**config.mk**
```make
export PLATFORM = sky130hd
export DESIGN_NAME = crc_checked_humidity_temp_convert
export DESIGN_NICKNAME = d
export VERILOG_FILES = /design/src/chtc_pkg.sv /design/src/chtc_lane.sv /design/src/chtc_merge.sv /design/src/crc_checked_humidity_temp_convert.sv
export SDC_FILE = /design/constraint.sdc
export NUM_CORES = 1
export LEC_CHECK = 0
export BUFFER_PORTS_ARGS = -buffer_cell sky130_fd_sc_hd__buf_2
export CORE_ASPECT_RATIO = 1.5
export CORE_UTILIZATION = 42
export CTS_CLUSTER_SIZE = 16
export DETAILED_ROUTE_END_ITERATION = 7
export GPL_TIMING_DRIVEN = 0
export PLACE_DENSITY = 0.6
export SLEW_MARGIN = 20
export SYNTH_ARGS = -nofsm -noshare
export SYNTH_HDL_FRONTEND = slang
export SYNTH_SLANG_ARGS = --single-unit
```
**constraint.sdc**
```tcl
create_clock -name aclk -period 17.5 [get_ports aclk]
set_input_delay 1.75 -clock aclk [delete_from_list [all_inputs] [get_ports aclk]]
set_output_delay 1.75 -clock aclk [all_outputs]
set_load 0.02 [all_outputs]
```
**src/chtc_pkg.sv**
```systemverilog
// ----------------------------------------------------------------------------
// chtc_pkg: shared types and constants for the checked sensor word converter
// Holds the CRC-8 constants, the conversion spans and offsets, the byte-wise
// CRC step and the structs passed between the lanes and the merge stage.
// ----------------------------------------------------------------------------
package chtc_pkg;

    // CRC-8 as used by the sensor: poly x^8+x^5+x^4+1, preset all ones
    localparam logic [7:0] CRC_INIT = 8'hFF;
    localparam logic [7:0] CRC_POLY = 8'h31;

    // Field widths
    localparam int RAW_W   = 16;
    localparam int CHECK_W = 8;
    localparam int SPAN_W  = 15;
    localparam int PROD_W  = RAW_W + SPAN_W;
    localparam int VALUE_W = 16;
    localparam int HUM_W   = 15;

    // Divisor of the full-scale conversion (2^16 - 1)
    localparam logic [RAW_W:0] FULL_SCALE = 17'd65535;

    // Spans and offsets in hundredths of a unit
    localparam logic [SPAN_W-1:0]         SPAN_CELSIUS    = 15'd17500;
    localparam logic [SPAN_W-1:0]         SPAN_FAHRENHEIT = 15'd31500;
    localparam logic [SPAN_W-1:0]         SPAN_HUMIDITY   = 15'd12500;
    localparam logic signed [VALUE_W-1:0] OFS_CELSIUS     = -16'sd4500;
    localparam logic signed [VALUE_W-1:0] OFS_FAHRENHEIT  = -16'sd4900;
    localparam logic signed [VALUE_W-1:0] OFS_HUMIDITY    = -16'sd600;

    // Temperature unit register codes
    localparam logic UNIT_CELSIUS    = 1'b0;
    localparam logic UNIT_FAHRENHEIT = 1'b1;

    // Pipeline load strobes shared by lanes and merge stage
    typedef struct packed {
        logic load_s1;
        logic load_s2;
    } pipe_ctrl_t;

    // What one lane reports to the merge stage
    typedef struct packed {
        logic signed [VALUE_W-1:0] value;
        logic                      ok;
    } lane_result_t;

    // Shift one byte (already XORed into the CRC) through eight CRC steps
    function automatic logic [7:0] crc8_byte(input logic [7:0] d);
        logic [7:0] c;
        c = d;
        for (int k = 0; k < 8; k++) begin
            if (c[7]) begin
                c = {c[6:0], 1'b0} ^ CRC_POLY;
            end else begin
                c = {c[6:0], 1'b0};
            end
        end
        return c;
    endfunction

endpackage

```
**src/chtc_lane.sv**
```systemverilog
// ----------------------------------------------------------------------------
// chtc_lane: one check-and-convert lane
// Stage 1 runs the CRC over the high byte and forms span * raw. The lane
// output finishes the CRC over the low byte, divides by 65535 and adds the
// offset; a value whose check fails is forced to zero.
// ----------------------------------------------------------------------------
module chtc_lane (
    input  logic                                    aclk,
    input  chtc_pkg::pipe_ctrl_t                    ctrl,
    input  logic [chtc_pkg::RAW_W-1:0]              raw,
    input  logic [chtc_pkg::CHECK_W-1:0]            check,
    input  logic [chtc_pkg::SPAN_W-1:0]             span,
    input  logic signed [chtc_pkg::VALUE_W-1:0]     offset,
    output chtc_pkg::lane_result_t                  result
);

    logic [chtc_pkg::PROD_W-1:0]          prod_reg,   prod_next;
    logic [7:0]                           crc_hi_reg, crc_hi_next;
    logic [7:0]                           raw_lo_reg;
    logic [chtc_pkg::CHECK_W-1:0]         check_reg;
    logic signed [chtc_pkg::VALUE_W-1:0]  offset_reg;

    logic [7:0]                           crc_full;
    logic                                 crc_ok;
    logic [chtc_pkg::SPAN_W-1:0]          quo_est;
    logic [chtc_pkg::RAW_W:0]             rem_est;
    logic [chtc_pkg::SPAN_W-1:0]          quo;
    logic signed [chtc_pkg::VALUE_W:0]    sum;

    // Stage 1: high-byte CRC and the scale product
    assign crc_hi_next = chtc_pkg::crc8_byte(chtc_pkg::CRC_INIT ^ raw[15:8]);
    assign prod_next   = chtc_pkg::PROD_W'(raw) * chtc_pkg::PROD_W'(span);

    always_ff @(posedge aclk) begin
        if (ctrl.load_s1) begin
            prod_reg   <= prod_next;
            crc_hi_reg <= crc_hi_next;
            raw_lo_reg <= raw[7:0];
            check_reg  <= check;
            offset_reg <= offset;
        end
    end

    // Finish the CRC over the low byte and compare with the received byte
    assign crc_full = chtc_pkg::crc8_byte(crc_hi_reg ^ raw_lo_reg);
    assign crc_ok   = (crc_full == check_reg);

    // Divide by 2^16-1: estimate with a shift, then correct by one.
    // The remainder estimate stays below twice the divisor.
    assign quo_est = prod_reg[chtc_pkg::PROD_W-1:16];
    assign rem_est = {1'b0, prod_reg[15:0]} + {2'b00, quo_est};
    assign quo     = (rem_est >= chtc_pkg::FULL_SCALE) ? quo_est + 15'd1 : quo_est;

    // Add offset, drop value on a failed check
    assign sum = {offset_reg[chtc_pkg::VALUE_W-1], offset_reg} + $signed({2'b00, quo});

    assign result.ok    = crc_ok;
    assign result.value = crc_ok ? sum[chtc_pkg::VALUE_W-1:0] : '0;

endmodule

```
**src/chtc_merge.sv**
```systemverilog
// ----------------------------------------------------------------------------
// chtc_merge: merge stage
// Registers both lane results into the output word and forms the combined
// check flag.
// ----------------------------------------------------------------------------
module chtc_merge (
    input  logic                      aclk,
    input  chtc_pkg::pipe_ctrl_t      ctrl,
    input  chtc_pkg::lane_result_t    temp_res,
    input  chtc_pkg::lane_result_t    hum_res,
    output logic [31:0]               tdata,
    output logic [2:0]                tuser
);

    logic [chtc_pkg::VALUE_W-1:0] temp_reg;
    logic [chtc_pkg::HUM_W-1:0]   hum_reg;
    logic [2:0]                   flags_reg, flags_next;

    // Combine lane flags: temp_ok, hum_ok, both_ok from the low bit up
    assign flags_next = {temp_res.ok & hum_res.ok, hum_res.ok, temp_res.ok};

    // Load the output word when stage 2 advances
    always_ff @(posedge aclk) begin
        if (ctrl.load_s2) begin
            temp_reg  <= temp_res.value;
            hum_reg   <= hum_res.value[chtc_pkg::HUM_W-1:0];
            flags_reg <= flags_next;
        end
    end

    assign tdata = {1'b0, hum_reg, temp_reg};
    assign tuser = flags_reg;

endmodule

```
**src/crc_checked_humidity_temp_convert.sv**
```systemverilog
// ----------------------------------------------------------------------------
// crc_checked_humidity_temp_convert: CRC-checked sensor word conversion
// Checks the raw temperature and humidity words against their CRC-8 bytes
// and converts them to hundredths of a unit, in two parallel lanes.
//
//   channel  dir  handshake          payload
//   s_       in   s_tvalid/s_tready  s_tdata[47:0]
//   m_       out  m_tvalid/m_tready  m_tdata[31:0], m_tuser[2:0]
//   cfg_     in   cfg_valid/cfg_ready cfg_data[0]  (temperature unit)
//
// One request per cycle while the output is not stalled; an accepted request
// passes the lane register (CRC high byte plus multiply) and then the output
// register, which takes the CRC low byte plus divide correction.
// Reset clears the stage valid flags and selects Celsius.
// A stalled output holds its word; input is refused only when both
// stages are full and m_tready is low.
// ----------------------------------------------------------------------------
module crc_checked_humidity_temp_convert (
    input  logic        aclk,
    input  logic        aresetn,
    input  logic        s_tvalid,
    output logic        s_tready,
    input  logic [47:0] s_tdata,   // temp_raw, temp_check, hum_raw, hum_check
    output logic        m_tvalid,
    input  logic        m_tready,
    output logic [31:0] m_tdata,   // temperature[15:0], humidity[30:16], zero pad
    output logic [2:0]  m_tuser,   // temp_ok, hum_ok, both_ok
    input  logic        cfg_valid,
    output logic        cfg_ready,
    input  logic [0:0]  cfg_data   // temperature_unit
);

    logic                 unit_reg, unit_next;
    logic                 v1_reg,   v1_next;
    logic                 v2_reg,   v2_next;
    logic                 adv1, adv2, out_free;
    chtc_pkg::pipe_ctrl_t ctrl;

    logic [chtc_pkg::SPAN_W-1:0]         temp_span;
    logic signed [chtc_pkg::VALUE_W-1:0] temp_offset;
    chtc_pkg::lane_result_t              temp_res, hum_res;

    // Configuration: always ready, latch unit select
    assign cfg_ready = 1'b1;
    assign unit_next = (cfg_valid && cfg_ready) ? cfg_data[0] : unit_reg;

    // Pipeline advance: each stage moves when the one after it frees up
    assign out_free = !v2_reg || m_tready;
    assign adv2     = v1_reg && out_free;
    assign s_tready = !v1_reg || out_free;
    assign adv1     = s_tvalid && s_tready;

    assign v1_next = adv1 ? 1'b1 : (adv2 ? 1'b0 : v1_reg);
    assign v2_next = adv2 ? 1'b1 : (m_tready ? 1'b0 : v2_reg);

    assign ctrl.load_s1 = adv1;
    assign ctrl.load_s2 = adv2;

    always_ff @(posedge aclk) begin
        if (!aresetn) begin
            unit_reg <= chtc_pkg::UNIT_CELSIUS;
            v1_reg   <= 1'b0;
            v2_reg   <= 1'b0;
        end else begin
            unit_reg <= unit_next;
            v1_reg   <= v1_next;
            v2_reg   <= v2_next;
        end
    end

    // Select temperature scale by unit
    assign temp_span   = (unit_reg == chtc_pkg::UNIT_FAHRENHEIT) ?
                         chtc_pkg::SPAN_FAHRENHEIT : chtc_pkg::SPAN_CELSIUS;
    assign temp_offset = (unit_reg == chtc_pkg::UNIT_FAHRENHEIT) ?
                         chtc_pkg::OFS_FAHRENHEIT : chtc_pkg::OFS_CELSIUS;

    // Temperature lane
    chtc_lane u_temp_lane (
        .aclk   (aclk),
        .ctrl   (ctrl),
        .raw    (s_tdata[15:0]),
        .check  (s_tdata[23:16]),
        .span   (temp_span),
        .offset (temp_offset),
        .result (temp_res)
    );

    // Humidity lane
    chtc_lane u_hum_lane (
        .aclk   (aclk),
        .ctrl   (ctrl),
        .raw    (s_tdata[39:24]),
        .check  (s_tdata[47:40]),
        .span   (chtc_pkg::SPAN_HUMIDITY),
        .offset (chtc_pkg::OFS_HUMIDITY),
        .result (hum_res)
    );

    // Merge lanes into the output register
    chtc_merge u_merge (
        .aclk     (aclk),
        .ctrl     (ctrl),
        .temp_res (temp_res),
        .hum_res  (hum_res),
        .tdata    (m_tdata),
        .tuser    (m_tuser)
    );

    assign m_tvalid = v2_reg;

    // Combined flag agrees with the lane flags
    a_both_ok: assert property (@(posedge aclk) disable iff (!aresetn)
        m_tvalid |-> (m_tuser[2] == (m_tuser[0] & m_tuser[1])))
        else $error("both_ok differs from temp_ok & hum_ok");

    // Failed temperature check gives zero temperature
    a_temp_zero: assert property (@(posedge aclk) disable iff (!aresetn)
        (m_tvalid && !m_tuser[0]) |-> (m_tdata[15:0] == 16'd0))
        else $error("temperature not zero on failed check");

    // Failed humidity check gives zero humidity
    a_hum_zero: assert property (@(posedge aclk) disable iff (!aresetn)
        (m_tvalid && !m_tuser[1]) |-> (m_tdata[30:16] == 15'd0))
        else $error("humidity not zero on failed check");

    // Input is refused only when the whole pipe is full and stalled
    a_backpressure: assert property (@(posedge aclk) disable iff (!aresetn)
        !s_tready |-> (m_tvalid && !m_tready && v1_reg))
        else $error("input refused while pipeline has room");

endmodule

```
# After elaboration in Yosys (flattened, before gate mapping)
# Cells that the tools add are included.
# totals
ff_bits	159
latch_bits	0
ramBits	0
rom_bits	0
in_bits	54
output_inout_bits	38
word_cells	114
mem_count	0
# op_classes
n_addsub	6
n_mul	2
n_div	0
magnitude_cmp	2
n_eq_ne	2
shift	0
muxes	40
bitwise	37
reduce_logical	8
# ops
cell	n
two-way mux 6 bit	32
NOT 3 bit	32
adder 16 x 15 -> 17 bit	2
greater-or-equal comparator 17 x 16 -> 1 bit (second input constant)	2
multiplier 16 x 15 -> 31 bit	1
adder 15 x 1 -> 15 bit (second input constant)	2
two-way mux 15 bit	2
multiplier 16 x 12 -> 28 bit (second input constant)	1
adder 14 x 16 -> 16 bit	1
== test 8 bit	2
NOT 8 bit	2
XOR 8 bit	2
adder 11 x 15 -> 15 bit (first input constant)	1
two-way mux 14 bit	1
two-way mux 10 bit	1
two-way mux 1 bit	4
nonzero test 2 bit	2
logical AND 1 bit	2
zero test 1 bit	2
logical OR 1 bit	2
AND 1 bit	1

# Depth between registers and ports, before layout
# logic_depth
depth_word	19
depth_mapped	29
mapped_depth_nobuf	27

# Hierarchy
# A second synthesis with hierarchy kept.
# unflattened
cells_unflattened	2665
hier_area_um2	25934.9
# modules_own_cells
module	instances	cells_each	area_each_um2	seq_area_each_um2
chtc_lane (u_hum_lane)	1	1306	12394.4	2132.0
chtc_lane (u_temp_lane)	1	1306	12355.6	2132.0
chtc_merge	1	37	1038.5	1021.0
crc_checked_humidity_temp_convert	1	16	146.4	60.1

# Worst setup path after synthesis
# No wires, ideal clock.
# synth_timing
kind	input to register
from	input port s_tdata[3]
to	register u_temp_lane.prod_reg[29] (netlist bit), data pin
setup_ps	258
arrival_ps	7349
t_required_ps	17242
path_slack_ps	9894
path_stages	27
n_path_buf	1
path_cell_list	clkbuf_1 > inv_1 > nor2_1 > ha_1 > inv_1 > fa_1 > inv_1 > ha_1 > ha_1 > inv_1 > fa_1 > inv_1 > ha_1 > ha_1 > fa_1 > a21o_1 > a21oi_1 > nor2b_1 > o21a_1 > o311ai_0 > a41oi_1 > a41o_1 > o41ai_1 > o21ai_0 > o21a_1 > nor2_1 > xnor2_1
# synth_between
elab_chain_len	1
# synth_lines
element	line	text
start, declared	crc_checked_humidity_temp_convert.sv:23	input logic [47:0] s_tdata,
multiplier 16 x 15 -> 31 bit	chtc_lane.sv:32	assign prod_next = chtc_pkg::PROD_W'(raw) * chtc_pkg::PROD_W'(span);
via u_temp_lane.prod_next, one bit	chtc_lane.sv:17	logic [chtc_pkg::PROD_W-1:0] prod_reg, prod_next;
end signal, assigned	chtc_lane.sv:36	prod_reg <= prod_next;
end, declared	chtc_lane.sv:17	
# The timed path passes the listed nets, and every way through them passes these cells.
# A chain may end at the register's enable or synchronous reset.

# Worst setup path after layout
# Same ends and word-level chain as after synthesis.

==> run metrics <==
outcome complete, no violations; CTS tree yes; total power per unit cell area 178 mW/mm^2; Top Ports 92; Hold Crit Depth 0; Synth Cell Area 0.0165 sq mm; Cells after Synth 1629; final hold vios 0; Worst Hold Path EP u_temp_lane.offset_reg[7]; Critical Path Max Stage Delay 0.58 ns; Critical Path Source Type input port; CP Capture Type flip-flop; Critical Path Fanout Max 7; Post-synth EDFFs 138; CTS Sinks 141; VDD IR max 0.0976 mV; # setup viols final 0; CP max stage cell o311ai_0; Worst EP arrival 8.47 ns; GRT Total Usage 19.8%; Avg Vias per Cell 5.17; grt met2 use 37.7%; Reg2Reg Depth 26; ys flop type edfxtp_1; Setup Skew 0.00877 ns; largest net degree at the start of global routing 61; post-route insts no fill 2263; TritonCTS Buffers 17; clk slew on worst S/H paths 0.07 ns; total wire length 37200 um; GR Util met1 22.2%; placed cells 2231; Final Critical Period 8.28 ns; chip height 245 um; Die ar. 0.0401 sq mm; layout cell share with drive strength beyond 1 8.71%; total power 0.00326 W; worst rel slew slack 26.1%; TritonRoute pass-1 iters 5; Post-CTS Setup Inserts 0; nets 2215; vias in the first global route 12300; Hold WC Path Type flip-flop to flip-flop; DP HPWL 32000 um; GR Overflow Total 0; hold_buf cts 0; worst r2r dst u_temp_lane.prod_reg[29]; placer congestion estimate 0.938; initial antenna violation count 0; fin util 47.4%; Pins Over Slew Limit 0; global-route wire length before repair 61100 um; setup TNS 0 ns; Area growth syn-to-layout 10.8%; post_cts resized 0; 1st-iter DRT viols 470; reg2reg start unit_reg; core area 0.0385 sq mm; slew at the pin with the worst max-slew slack 1.11 ns; worst hold start unit_reg; Synth Register Bits 141; Seq/Total Area, Yosys 25.5%; GR peak layer met2; standard-cell row count 88; most common cell after layout, fill and taps aside inv_1; Ys Warns 0; antenna-violating nets left 0; Clock Latency Late Sink 0.45 ns; drt wl/cell 16.4 um; synthesized area per cell 10.1 sq um; most frequent cells in the layout 283 x inv_1, 256 x ha_1, 150 x fa_1, 138 x edfxtp_1, 115 x xnor2_1; WS Path Type input port to flip-flop; CTS max path bufs 2; Port Buffers 89; Reg2Reg Setup Slack 9.53 ns; # diodes 0; crit-path leading delay family compound AO/OA/AOI/OAI gates; chip width 164 um; H-tree level count 4; max reg flops 28; Synth async-reset ratio 0%; max-cap violations 0; Remaining DRCs 0; clk root buf clkbuf_16; FMAX 121 MHz; Worst Path Buf+Inv 7; via count 11700; required time of the worst setup path 17.70 ns; met3 GRT Util 2.20%; Initial Util 42.8%; final critical-path share of the clock period 47.3%; Leak 8.54 nW; Synth cell types 75; RSZ-0062 raised after global routing false
cells in the mapped netlist (5+ instances only):
cell	n	area, sq um
a31oi_1	8	50.1
o2111ai_1	7	61.3
and3_1	16	100
a21o_1	18	135
or3_1	8	50.1
nand3_1	29	145
a211o_1	5	43.8
xnor2_1	115	1010
o21bai_1	8	60.1
fa_1	150	3000
o21a_1	17	128
inv_1	283	1060
ha_1	256	3200
clkbuf_1	27	101
o21ai_0	61	305
a21oi_1	53	265
edfxtp_1	138	4140
nor2_1	106	398
nand2b_1	7	43.8
o31ai_1	8	60.1
or2_2	7	43.8
nor2b_1	20	125
nand2_1	80	300
and2_1	10	62.6
a211oi_1	14	105
a31o_2	6	52.6
o211ai_1	5	37.5
xor2_1	47	412
nand4_1	9	56.3
nor3_1	27	135
through the flow:
stage	hold slack, ns	setup WS (ns)	instance area (sq um)
floorplan	0.406	9.89	16500
global placement	0.414	8.87	17600
detailed placement	0.423	8.77	17700
CTS	0.440	9.23	18300
global route	0.463	8.73	18300
finish	0.438	9.22	18300
cell families (layout without fill, tap and decap cells):
logic type / Yosys count / count (layout) / synth area share, %
adders and majority gates: 406 / 406 / 37.6
and+or+nand+nor: 343 / 343 / 10.0
buffers and inverters: 315 / 438 / 7.27
AOI/OAI and AO/OA: 253 / 253 / 10.5
xor gates and xnor gates: 162 / 162 / 8.60
DFF: 141 / 141 / 25.5
muxes: 7 / 7 / 0.448
other: 2 / 18 / 0.0455
power by group:
part	switching [W]	total (W)	internal, W
sequential	0.0000802	0.000623	0.000542
clock	0.000167	0.000372	0.000204
combinational	0.00127	0.00226	0.000989
total	0.00152	0.00326	0.00174
how the worst max path moves through the flow:
stage	startpoint	slack (ns)	depth (start not counted)	endpoint
2_1_floorplan	s_tdata[3]	9.89	27	u_temp_lane.prod_reg[29]
3_3_place_gp	s_tdata[3]	8.87	28	u_temp_lane.prod_reg[29]
3_5_place_dp	s_tdata[3]	8.77	28	u_temp_lane.prod_reg[29]
4_1_cts	s_tdata[3]	9.23	28	u_temp_lane.prod_reg[29]
5_1_grt	s_tdata[3]	8.73	28	u_temp_lane.prod_reg[29]
6_report	s_tdata[3]	9.22	28	u_temp_lane.prod_reg[29]
routing by layer:
metal / up-vias / part of all wire, %
li1: 5779 / -
met1: 5654 / 41
met2: 214 / 54
met3: 62 / 2.7
met4: 0 / 3.0
met5: - / 0
layout make-up:
type	count	area [sq um]
clock buffers	17	425
plain buffers	32	136
fillers	3665	20300
inverters	283	1060
multi-input cells	1189	11200
well taps	495	619
repair buffers	91	493
flip-flops and latches	141	4200
clock inverters	15	171
No activity file was read; power rests on OpenSTA's default activity.
